--- config.mk ---
export PLATFORM = sky130hd
export DESIGN_NAME = acrs_front
export DESIGN_NICKNAME = d
export VERILOG_FILES = /design/src/design/acrs_pkg.sv /design/src/design/acrs_front.sv
export SDC_FILE = /design/constraint.sdc
export NUM_CORES = 2
export LEC_CHECK = 0
export BUFFER_PORTS_ARGS = -buffer_cell sky130_fd_sc_hd__buf_2
export CAP_MARGIN = 15
export CORE_MARGIN = 2
export CORE_UTILIZATION = 55
export DETAILED_ROUTE_END_ITERATION = 6
export PLACE_DENSITY = 0.74
export SLEW_MARGIN = 10
export SYNTH_ARGS = -nofsm -noshare
export SYNTH_HDL_FRONTEND = slang
export SYNTH_SLANG_ARGS = --single-unit
--- constraint.sdc ---
create_clock -name clk_i -period 11.5 [get_ports clk_i]
set_input_delay 1.15 -clock clk_i [delete_from_list [all_inputs] [get_ports clk_i]]
set_output_delay 1.15 -clock clk_i [all_outputs]
set_load 0.02 [all_outputs]
--- src/design/acrs_pkg.sv ---
// Package for the atom center rank sorter: widths, types and register codes.
// No dependencies.
package acrs_pkg;

  localparam int AtomicBits = 7;
  localparam int IndexBits  = 6;

  typedef enum logic [1:0] {
    REG_CENTER_X = 2'd0,
    REG_CENTER_Y = 2'd1,
    REG_CENTER_Z = 2'd2
  } cfg_reg_e;

  typedef enum logic [2:0] {
    ST_IDLE,
    ST_SCAN,
    ST_WAIT,
    ST_EMIT,
    ST_DONE
  } back_state_e;

endpackage

--- src/design/acrs_front.sv ---
// Front part: takes atom transfers, forms squared distance with one shared
// multiplier, and pushes key records into the queue.
// Depends on acrs_pkg.
module acrs_front
  import acrs_pkg::*;
#(
  parameter int CoordBits = 24,
  parameter int DistBits  = 2 * CoordBits + 2
) (
  input  logic                        clk_i,
  input  logic                        rst_ni,
  input  logic                        in_valid_i,
  output logic                        in_ready_o,
  input  logic [AtomicBits-1:0]       atomic_i,
  input  logic signed [CoordBits-1:0] pos_x_i,
  input  logic signed [CoordBits-1:0] pos_y_i,
  input  logic signed [CoordBits-1:0] pos_z_i,
  input  logic                        last_i,
  input  logic signed [CoordBits-1:0] cx_i,
  input  logic signed [CoordBits-1:0] cy_i,
  input  logic signed [CoordBits-1:0] cz_i,
  output logic                        q_valid_o,
  input  logic                        q_ready_i,
  output logic [AtomicBits-1:0]       q_atomic_o,
  output logic [DistBits-1:0]         q_dist_o,
  output logic                        q_last_o
);
  localparam int DBits = CoordBits + 1;

  logic                    busy_q, busy_d;
  logic [1:0]              step_q, step_d;
  logic [DBits-1:0]        mag_q [3];
  logic [DistBits-1:0]     acc_q, acc_d;
  logic [AtomicBits-1:0]   atomic_q;
  logic                    last_q;
  logic                    out_v_q, out_v_d;
  logic signed [DBits-1:0] dx, dy, dz;
  logic [2*DBits-1:0]      prod;
  logic                    take;

  assign dx = DBits'(pos_x_i) - DBits'(cx_i);
  assign dy = DBits'(pos_y_i) - DBits'(cy_i);
  assign dz = DBits'(pos_z_i) - DBits'(cz_i);
  assign in_ready_o = !busy_q && !out_v_q;
  assign take = in_valid_i && in_ready_o;
  assign prod = {{DBits{1'b0}}, mag_q[step_q]} * {{DBits{1'b0}}, mag_q[step_q]};

  always_comb begin
    busy_d  = busy_q;
    step_d  = step_q;
    acc_d   = acc_q;
    out_v_d = out_v_q;
    if (take) begin
      busy_d = 1'b1;
      step_d = 2'd0;
      acc_d  = '0;
    end else if (busy_q) begin
      acc_d = acc_q + DistBits'(prod);
      if (step_q == 2'd2) begin
        busy_d  = 1'b0;
        out_v_d = 1'b1;
      end else begin
        step_d = step_q + 2'd1;
      end
    end
    if (out_v_q && q_ready_i) out_v_d = 1'b0;
  end

  always_ff @(posedge clk_i or negedge rst_ni) begin
    if (!rst_ni) begin
      busy_q  <= 1'b0;
      out_v_q <= 1'b0;
      step_q  <= '0;
    end else begin
      busy_q  <= busy_d;
      out_v_q <= out_v_d;
      step_q  <= step_d;
    end
  end

  always_ff @(posedge clk_i) begin
    acc_q <= acc_d;
    if (take) begin
      mag_q[0] <= dx[DBits-1] ? DBits'(-dx) : DBits'(dx);
      mag_q[1] <= dy[DBits-1] ? DBits'(-dy) : DBits'(dy);
      mag_q[2] <= dz[DBits-1] ? DBits'(-dz) : DBits'(dz);
      atomic_q <= atomic_i;
      last_q   <= last_i;
    end
  end

  assign q_valid_o  = out_v_q;
  assign q_atomic_o = atomic_q;
  assign q_dist_o   = acc_q;
  assign q_last_o   = last_q;

  assert property (@(posedge clk_i) disable iff (!rst_ni) take |=> busy_q)
    else $error("front did not start on a transfer");
  assert property (@(posedge clk_i) disable iff (!rst_ni) busy_q |-> !in_ready_o)
    else $error("front ready while busy");
  assert property (@(posedge clk_i) disable iff (!rst_ni) busy_q |-> step_q != 2'd3)
    else $error("front step out of range");
endmodule

==> results_dict.tcl <==
set metrics [dict create \
    hold_viol 0 \
    final_common_cell "inv_1" \
    rows 85 \
    coreArea_sq_um 53700 \
    status "complete, no violations" \
    worstMarginPinSlew_ns 1.13 \
    die_h_um 237 \
    postSynthRegisterBits 137 \
    fin_setup_tns_ns 0 \
    worstPathMaxFanout 15 \
    final_cell_mix "inv_1 (836), fa_1 (518), nand2_1 (325)" \
    ys.flop_type "edfxtp_1" \
    fin_nets 4489 \
    grt_pass1_vias 24536 \
    drcViolationCount 0 \
    worstPathRequired_ns 11.86 \
    root_buffer "clkbuf_16" \
    antenna_cells 0 \
    io_buffers 215 \
    yosysSeqAreaShare 0.121 \
    fp.dieW_um 237 \
    post_drt_wl_per_cell_um 18.6 \
    cts-buffers-inserted 17 \
    grt_max_degree 87 \
    clock-sinks 137 \
    r2r_setup_slack_ns 2.09 \
    syn_nets 4342 \
    rsz0062_at_grt "no" \
    cts_tree "built" \
    post-route-period-util 0.819 \
    drv_slew 0 \
    worst-setup-path-type "flop to flop" \
    first_pass_iters 6 \
    finalCriticalPeriod_ns 9.41 \
    cts_buffer_depth 2 \
    initial_utilization 0.554 \
    ctsResizeCount 0 \
    h-tree-depth 4 \
    gp_congestion 0.962 \
    setup-violations-final 0 \
    end_kind "flop" \
    wl_um 79600 \
    num_io_pins 216 \
    avgSynthCellArea_sq_um 8.71 \
    finalClockSkew_ns 0.0143 \
    postCtsSetupBuffers 0 \
    num_vias 23837 \
    dieArea_sq_um 56000 \
    track_usage 0.295 \
    hold_path_class "input port to asynchronous set/reset pin" \
    critical_path_arrival_ns 9.77 \
    insertion_delay_ns 0.50 \
    fill_cells 4709 \
    synth_cell_types 94 \
    clk_pin_slew_ns 0.07 \
    dp_hpwl_um 65200 \
    grt_pass1_wl_um 129000 \
    ctsHoldBuffers 0 \
    via_per_inst 5.58 \
    max_cap_viol_count 0 \
    area_growth_pct 7.57 \
    async_reset_ff_frac 0.0292 \
    drive_gt1_frac 0.0878 \
    ff2ff_path_depth 26 \
    slew_headroom 0.246 \
    syn_area_sq_um 29800 \
    drtAntennaViolNets 0 \
    startpoint_type "flop" \
    syn_inst 3416 \
    antenna_found_initial 0 \
    synth_edf_count 83 \
    grt_remaining_overflow 0 \
    synth-warning-count 0 \
    max_freq_mhz 106 \
    drtIter0Drc 1913 \
]
## routing by layer
metal,GRT usage,vias up,wire (um),part of all wire
met2,0.479,1026,36500,0.46
met1,0.388,11559,33000,0.41
met5,0,-,0,0
li1,-,11072,-,-
met3,0.0649,180,6970,0.088
met4,0.114,0,3110,0.039
## metrics by stage
| stage | setup slack, ns | util | cells | hold slack, ns | area (sq um) |
|---|---|---|---|---|---|
| after global placement | 2.39 | 0.586 | 4240 | 0.461 | 31500 |
| after CTS | 2.28 | 0.596 | 4272 | 0.444 | 32000 |
| after floorplan | 3.21 | - | 3416 | 0.532 | 29800 |
| final | 2.09 | 0.596 | 4272 | 0.477 | 32000 |
| after detailed placement | 2.28 | 0.586 | 4240 | 0.468 | 31500 |
| after global routing | 1.69 | 0.596 | 4272 | 0.451 | 32000 |
## logic make-up after synthesis
group,Yosys count,synth area share
adders and majority gates,770,0.454
xor gates and xnor gates,156,0.0459
AOI/OAI and AO/OA,559,0.126
muxes,26,0.00879
DFF,137,0.121
buffers and inverters,954,0.121
and+or+nand+nor,814,0.124
## layout make-up
class / count / area, sq um / share of cell area
Clock inverter: 14 / 111 / 0.00348
Clock buffer: 18 / 429 / 0.0134
Tap cell: 696 / 871 / 0.0272
Sequential cell: 137 / 3590 / 0.112
Inverter: 843 / 3160 / 0.0988
Multi-Input combinational cell: 2325 / 22600 / 0.706
Timing Repair Buffer: 239 / 1260 / 0.0392
## sequential cells by signal, indices dropped and copies added, names as in the netlist
name        count
mag_q          75
q_atomic_o      7
step_q          2
busy_q          1
q_dist_o       50
q_valid_o       1
q_last_o        1
## critical path, stage by stage (launching register included)
cell,delay [ns]
dfrtp_1,0.73
buf_4,0.38
mux2i_1,0.22
o21a_1,0.67
inv_1,0.58
nand2_1,0.24
inv_1,0.08
fa_1,0.49
fa_1,0.49
inv_1,0.05
fa_1,0.53
fa_1,0.52
inv_1,0.05
fa_1,0.48
fa_1,0.49
inv_1,0.05
fa_1,0.47
inv_1,0.04
ha_1,0.40
nand4_1,0.30
a211oi_1,0.08
o31ai_1,0.20
a21oi_1,0.34
o31ai_1,0.85
o21ai_0,0.24
xnor2_1,0.18
o21ai_0,0.09
## worst paths after layout
check,start,endpoint
max in group asynchronous,rst_ni,step_q[1]$_DFFE_PN0P_
max reg2reg,step_q[0]$_DFFE_PN0P_,q_dist_o[47]$_SDFFE_PP0P_
max,step_q[0]$_DFFE_PN0P_,q_dist_o[47]$_SDFFE_PP0P_
min,rst_ni,q_valid_o$_DFFE_PN0P_
min in group clk_i,q_dist_o[4]$_SDFFE_PP0P_,q_dist_o[4]$_SDFFE_PP0P_
min reg2reg,q_dist_o[4]$_SDFFE_PP0P_,q_dist_o[4]$_SDFFE_PP0P_
## cell usage after synthesis (10+ instances only)
library cell / count / area share
nor3_1: 36 / 0.0061
nor2_1: 248 / 0.031
buf_1: 11 / 0.0014
a211oi_1: 15 / 0.0038
o31ai_1: 18 / 0.0045
buf_2: 11 / 0.0018
and3_1: 19 / 0.0040
o21bai_1: 16 / 0.0040
or3_1: 11 / 0.0023
a31oi_1: 17 / 0.0036
dfxtp_1: 50 / 0.034
a211o_1: 10 / 0.0029
clkbuf_1: 88 / 0.011
nand4_1: 28 / 0.0059
xnor2_1: 110 / 0.032
o21a_1: 33 / 0.0083
o21ai_0: 122 / 0.021
o21ai_1: 14 / 0.0024
a21oi_1: 127 / 0.021
nand2_1: 325 / 0.041
a21o_1: 64 / 0.016
fa_1: 518 / 0.35
and2_1: 15 / 0.0032
o211ai_1: 14 / 0.0035
nand3_1: 43 / 0.0072
ha_1: 252 / 0.11
mux2i_1: 25 / 0.0084
nand2b_1: 14 / 0.0029
inv_1: 836 / 0.11
xor2_1: 46 / 0.014
nor2b_1: 24 / 0.0050
edfxtp_1: 83 / 0.084
Power is left out: the tool's default activity adds up to more than one toggle a clock period on the data nets, which glitch-free logic cannot reach.
