===== config.mk =====
export PLATFORM = sky130hd
export DESIGN_NAME = acrs_back
export DESIGN_NICKNAME = d
export VERILOG_FILES = /design/src/design/acrs_pkg.sv /design/src/design/acrs_ram.sv /design/src/design/acrs_back.sv
export SDC_FILE = /design/constraint.sdc
export NUM_CORES = 2
export LEC_CHECK = 0
export BUFFER_PORTS_ARGS = -buffer_cell sky130_fd_sc_hd__buf_2
export CAP_MARGIN = 30
export CORE_ASPECT_RATIO = 1.25
export CORE_MARGIN = 3
export CORE_UTILIZATION = 55
export CTS_CLUSTER_DIAMETER = 120
export DETAILED_ROUTE_END_ITERATION = 8
export GPL_TIMING_DRIVEN = 0
export PLACE_DENSITY = 0.67
export SLEW_MARGIN = 20
export SYNTH_ARGS = -nofsm -noshare
export SYNTH_HDL_FRONTEND = slang
export SYNTH_SLANG_ARGS = --single-unit

===== constraint.sdc =====
create_clock -name clk_i -period 13.1 [get_ports clk_i]
set_input_delay 1.965 -clock clk_i [delete_from_list [all_inputs] [get_ports clk_i]]
set_output_delay 1.965 -clock clk_i [all_outputs]
set_load 0.05 [all_outputs]

===== src/design/acrs_pkg.sv =====
// Package for the atom center rank sorter: widths, types and register codes.
// No dependencies.
package acrs_pkg;

  localparam int AtomicBits = 7;
  localparam int IndexBits  = 6;

  typedef enum logic [1:0] {
    REG_CENTER_X = 2'd0,
    REG_CENTER_Y = 2'd1,
    REG_CENTER_Z = 2'd2
  } cfg_reg_e;

  typedef enum logic [2:0] {
    ST_IDLE,
    ST_SCAN,
    ST_WAIT,
    ST_EMIT,
    ST_DONE
  } back_state_e;

endpackage


===== src/design/acrs_ram.sv =====
// Generic single-port-write, single-read RAM with registered read data.
// No dependencies.
module acrs_ram #(
  parameter int Width = 8,
  parameter int Depth = 64
) (
  input  logic                     clk_i,
  input  logic                     we_i,
  input  logic [$clog2(Depth)-1:0] waddr_i,
  input  logic [Width-1:0]         wdata_i,
  input  logic [$clog2(Depth)-1:0] raddr_i,
  output logic [Width-1:0]         rdata_o
);
  logic [Width-1:0] mem_q [Depth];
  always_ff @(posedge clk_i) begin
    if (we_i) mem_q[waddr_i] <= wdata_i;
    rdata_o <= mem_q[raddr_i];
  end
endmodule


===== src/design/acrs_back.sv =====
// Back part: stores key records, then for each rank scans the store for the
// smallest key above the previous one and emits its load index.
// Depends on acrs_pkg and acrs_ram.
module acrs_back
  import acrs_pkg::*;
#(
  parameter int MaxAtoms = 64,
  parameter int DistBits = 50
) (
  input  logic                  clk_i,
  input  logic                  rst_ni,
  input  logic                  q_valid_i,
  output logic                  q_ready_o,
  input  logic [AtomicBits-1:0] q_atomic_i,
  input  logic [DistBits-1:0]   q_dist_i,
  input  logic                  q_last_i,
  output logic                  out_valid_o,
  input  logic                  out_ready_i,
  output logic [IndexBits-1:0]  out_index_o,
  output logic                  out_last_o,
  output logic                  out_ovf_o
);
  localparam int AW = $clog2(MaxAtoms);
  localparam int CW = $clog2(MaxAtoms + 1);
  localparam int KW = AtomicBits + DistBits;
  localparam int FW = KW + AW;

  back_state_e     st_q, st_d;
  logic [CW-1:0]   cnt_q, cnt_d;
  logic            ovf_q, ovf_d;
  logic [CW-1:0]   rank_q, rank_d;
  logic [CW-1:0]   scan_q, scan_d;
  logic            rv_q;
  logic [AW-1:0]   ridx_q;
  logic [FW-1:0]   prev_q, prev_d, best_q, best_d;
  logic            have_prev_q, have_prev_d, have_best_q, have_best_d;
  logic [KW-1:0]   rdata;
  logic [FW-1:0]   cand;
  logic            store, above, below;

  assign store = (st_q == ST_IDLE) && q_valid_i && (cnt_q < CW'(MaxAtoms));

  acrs_ram #(.Width(KW), .Depth(1 << AW)) u_keys (
    .clk_i  (clk_i),
    .we_i   (store),
    .waddr_i(cnt_q[AW-1:0]),
    .wdata_i({q_atomic_i, q_dist_i}),
    .raddr_i(scan_q[AW-1:0]),
    .rdata_o(rdata)
  );

  // Full key = {atomic, dist, index}; unique, so a strict compare is a total order.
  assign cand  = {rdata, ridx_q};
  assign above = !have_prev_q || (cand > prev_q);
  assign below = !have_best_q || (cand < best_q);

  assign q_ready_o   = (st_q == ST_IDLE);
  assign out_valid_o = (st_q == ST_EMIT);
  assign out_index_o = IndexBits'(best_q[AW-1:0]);
  assign out_last_o  = (rank_q + CW'(1) == cnt_q);
  assign out_ovf_o   = ovf_q;

  always_comb begin
    st_d = st_q; cnt_d = cnt_q; ovf_d = ovf_q; rank_d = rank_q; scan_d = scan_q;
    prev_d = prev_q; best_d = best_q; have_prev_d = have_prev_q;
    have_best_d = have_best_q;
    if (rv_q && above && below) begin
      best_d = cand;
      have_best_d = 1'b1;
    end
    unique case (st_q)
      ST_IDLE: begin
        if (q_valid_i) begin
          if (store) cnt_d = cnt_q + CW'(1);
          else ovf_d = 1'b1;
          if (q_last_i) begin
            if (cnt_d == '0) begin
              st_d = ST_IDLE;
              ovf_d = 1'b0;
            end else begin
              st_d = ST_SCAN;
              rank_d = '0; scan_d = '0;
              have_prev_d = 1'b0; have_best_d = 1'b0;
            end
          end
        end
      end
      ST_SCAN: begin
        scan_d = scan_q + CW'(1);
        if (scan_q + CW'(1) == cnt_q) st_d = ST_WAIT;
      end
      ST_WAIT: st_d = ST_EMIT;
      ST_EMIT: begin
        if (out_ready_i) begin
          prev_d = best_q; have_prev_d = 1'b1; have_best_d = 1'b0;
          scan_d = '0; rank_d = rank_q + CW'(1);
          if (out_last_o) begin
            st_d = ST_IDLE; cnt_d = '0; ovf_d = 1'b0;
          end else begin
            st_d = ST_SCAN;
          end
        end
      end
      default: st_d = ST_IDLE;
    endcase
  end

  always_ff @(posedge clk_i or negedge rst_ni) begin
    if (!rst_ni) begin
      st_q <= ST_IDLE; cnt_q <= '0; ovf_q <= 1'b0; rank_q <= '0; scan_q <= '0;
      rv_q <= 1'b0; have_prev_q <= 1'b0; have_best_q <= 1'b0;
    end else begin
      st_q <= st_d; cnt_q <= cnt_d; ovf_q <= ovf_d; rank_q <= rank_d;
      scan_q <= scan_d; rv_q <= (st_q == ST_SCAN);
      have_prev_q <= have_prev_d; have_best_q <= have_best_d;
    end
  end

  always_ff @(posedge clk_i) begin
    ridx_q <= scan_q[AW-1:0];
    prev_q <= prev_d;
    best_q <= best_d;
  end

  assert property (@(posedge clk_i) disable iff (!rst_ni) cnt_q <= CW'(MaxAtoms))
    else $error("atom count beyond store");
  assert property (@(posedge clk_i) disable iff (!rst_ni) out_valid_o |-> have_best_q)
    else $error("emit without a selected atom");
  assert property (@(posedge clk_i) disable iff (!rst_ni) out_valid_o |-> rank_q < cnt_q)
    else $error("rank beyond atom count");
endmodule


==> flow_metrics.py <==
metrics = {
    "sta": {
        "timing.slew.headroom": 0.246,
        "max_freq_mhz": 202,
        "setup_viol": 0,
        "setup_tns_ns": 0,
        "worst_slew_pin_slew_ns": 1.13,
        "hold_violations": 0,
        "period_needed_ns": 4.95,
        "finalCritPeriodShare": 0.378,
        "fin_skew_ns": 0.0390,
        "rsz0062_at_grt": "false",
        "slew_violations": 0,
    },
    "grt": {
        "antenna_found_initial": 22,
        "grt_use_total": 0.281,
        "grt_pass1_vias": 71877,
        "grt_overflow": 0,
        "grt_max_degree": 65,
        "grt_pass1_wl_um": 542000,
    },
    "worst_setup_path": {
        "critPathKind": "reg2out",
        "critPathCaptureType": "primary output",
        "worstPathRequired_ns": 11.14,
        "cp_max_fo": 9,
        "start_kind": "flip-flop",
        "cp.arrival_ns": 2.99,
    },
    "drt": {
        "drc": 0,
        "drt_iter0_markers": 9293,
        "viasPerCell": 6.56,
        "ant_nets": 0,
        "wl_per_cell_um": 36.0,
        "first_pass_iters": 6,
        "num_vias": 70165,
        "wl_um": 385000,
    },
    "cells_and_area": {
        "synthToLayoutAreaGrowth_pct": 16.2,
        "fillers": 17152,
        "fin_util": 0.644,
        "final_common_cell": "edfxtp_1",
        "drive_gt1_frac": 0.327,
        "layout.nets": 7032,
        "fin_area_mm2": 0.172,
        "mostFrequentLayoutCells": "3774 x edfxtp_1, 1197 x mux4_2, 375 x clkbuf_16",
    },
    "clocking": {
        "clock-root-buffer": "clkbuf_16",
        "cts_setup_buffers": 0,
        "holdBufCountCts": 0,
        "cts.clk_slew.worst_paths_ns": 0.06,
        "h-tree-depth": 5,
        "post_cts_resized": 0,
        "worstSkewPairLatency_ns": 0.91,
        "cts_sinks": 3864,
        "cts_tree": "built",
        "numCtsBuffers": 366,
        "cts_max_path_buffers": 4,
    },
    "power": {
        "p_total_mw": 24.4,
        "vdd_drop_max_mv": 0.100,
        "p_per_area_mw_per_mm2": 142,
        "power.leakage_nw": 56.0,
    },
    "floorplan": {
        "ioPinCount": 72,
        "core_mm2": 0.267,
        "start_util": 0.554,
        "rows": 212,
        "die-height_um": 586,
        "die_area_mm2": 0.276,
        "die_w_um": 470,
    },
    "logic_synthesis": {
        "synth-edff-count": 3774,
        "synth_seq_cells": 3864,
        "syn_nets": 6258,
        "syn_inst": 6064,
        "yosysWarningCount": 0,
        "synth.avg_cell_area_um2": 24.4,
        "async_reset_ff_frac": 0.00699,
        "yosysUniqueCellTypes": 62,
        "netlist_area_mm2": 0.148,
        "synth_top_flop_cell": "edfxtp_1",
        "seq_area_frac_synth": 0.778,
    },
    "placed_design": {
        "gp_congestion": 0.832,
        "hpwlAfterDp_um": 265000,
        "dpl-instance-area_mm2": 0.159,
        "portBuffers": 71,
    },
    "job": {
        "drv_cap": 0,
    },
    "outcome": {
        "status": "complete, no violations",
    },
    "min_path": {
        "min_path_type": "reg2reg",
    },
}
==> report_power, final <==
group          internal [mW]  total [mW]  switching, mW  leakage (nW)
Sequential              13.5        13.5              0          34.8
Combinational         0.0311       0.197          0.166          15.4
Clock                   6.11        10.7           4.55          5.80
Total                   19.7        24.4           4.71          56.0
==> logic make-up after synthesis <==
kind of cell | after synthesis | share of synthesized area
flip-flops | 3864 | 0.778
multiplexers | 1202 | 0.182
buffers and inverters | 435 | 0.0123
AND/OR/NAND/NOR | 249 | 0.00820
AO/OA/AOI/OAI | 167 | 0.00709
adder cells (fa/ha/maj) | 132 | 0.0111
XOR/XNOR | 15 | 0.000887
==> path summary, 6_finish.rpt <==
path / startpoint / end / slack, ns / cells after the start
max in group asynchronous: rst_ni / cnt_q[3] / 11.40 / 1
min in group asynchronous: rst_ni / have_best_q / 1.16 / 1
hold / removal: scan_q[4] / ridx_q[4] / 0.39 / 0
setup reg to reg: scan_q[1] / u_keys.rdata_o[9] / 8.36 / 8
hold reg to reg: scan_q[4] / ridx_q[4] / 0.39 / 0
setup / recovery: rank_q[2] / out_last_o / 8.15 / 6
==> registers in the layout, indices dropped and copies added (netlist names) <==
name and count:
rank_q 7, best_q 63, u_keys.mem_q 3648, out_ovf_o 1, u_keys.rdata_o 57, st_q 2, cnt_q 7, rv_q 1
have_prev_q 1, prev_q 63, scan_q 7, have_best_q 1, ridx_q 6
==> cells in the mapped netlist (all sizes together), types with 3 or more instances <==
cell type | number | area share
inv | 138 | 0.0035
a211oi | 9 | 0.00046
a32o | 3 | 0.00020
and4 | 7 | 0.00041
a21oi | 58 | 0.0020
mux2 | 3 | 0.00023
edfxtp | 3774 | 0.76
o31ai | 6 | 0.00030
a22o | 5 | 0.00030
a221oi | 3 | 0.00018
nor3 | 11 | 0.00037
a31oi | 4 | 0.00017
o221ai | 3 | 0.00018
xor2 | 6 | 0.00035
nand2 | 58 | 0.0015
nand3b | 6 | 0.00030
nor2b | 6 | 0.00025
nand3 | 27 | 0.00091
nand2b | 4 | 0.00017
and4b | 4 | 0.00027
and2 | 4 | 0.00017
buf | 138 | 0.0048
nor4 | 4 | 0.00017
and3 | 6 | 0.00025
ha | 132 | 0.011
nand4 | 19 | 0.00080
a21o | 15 | 0.00076
a41oi | 3 | 0.00018
dfxtp | 63 | 0.0085
xnor2 | 9 | 0.00053
o21ai | 38 | 0.0013
clkbuf | 159 | 0.0040
mux4 | 1197 | 0.18
nor2 | 84 | 0.0021
dfrtp | 27 | 0.0046
==> routing by layer <==
metal	up-vias	track usage	share of wire
met5	-	0	0.00011
met4	6	0.106	0.041
met3	743	0.0523	0.086
met2	3784	0.481	0.52
met1	37885	0.363	0.35
li1	27747	-	-
==> final cells by class <==
type,instances,area [um2],area share
sequential,3864,115000,0.670
multi-input combinational,1765,31600,0.183
clock buffer,473,9900,0.0575
timing repair buffer,406,6970,0.0405
tap,3531,4420,0.0257
clock inverter,192,2020,0.0117
buffer,297,1350,0.00785
inverter,138,518,0.00301
antenna,28,70.1,0.000407
==> stage by stage <==
step | cells | hold slack, ns | setup slack [ns]
2_1_floorplan | 6064 | 0.345 | 6.13
3_3_place_gp | 9666 | 0.372 | 0.432
3_5_place_dp | 9942 | 0.368 | 7.86
4_1_cts | 10607 | 0.385 | 8.12
5_1_grt | 10669 | 0.400 | 7.98
6_report | 10694 | 0.386 | 8.15
==> critical path, cell delays in order, from the launching register on <==
cell and delay (ns):
dfrtp_1 0.32, clkbuf_1 0.29, nand3_1 0.32, mux2_2 0.36
a22o_1 0.21, nor3_1 0.27, buf_2 0.33
(Power assumes the default switching activity.)
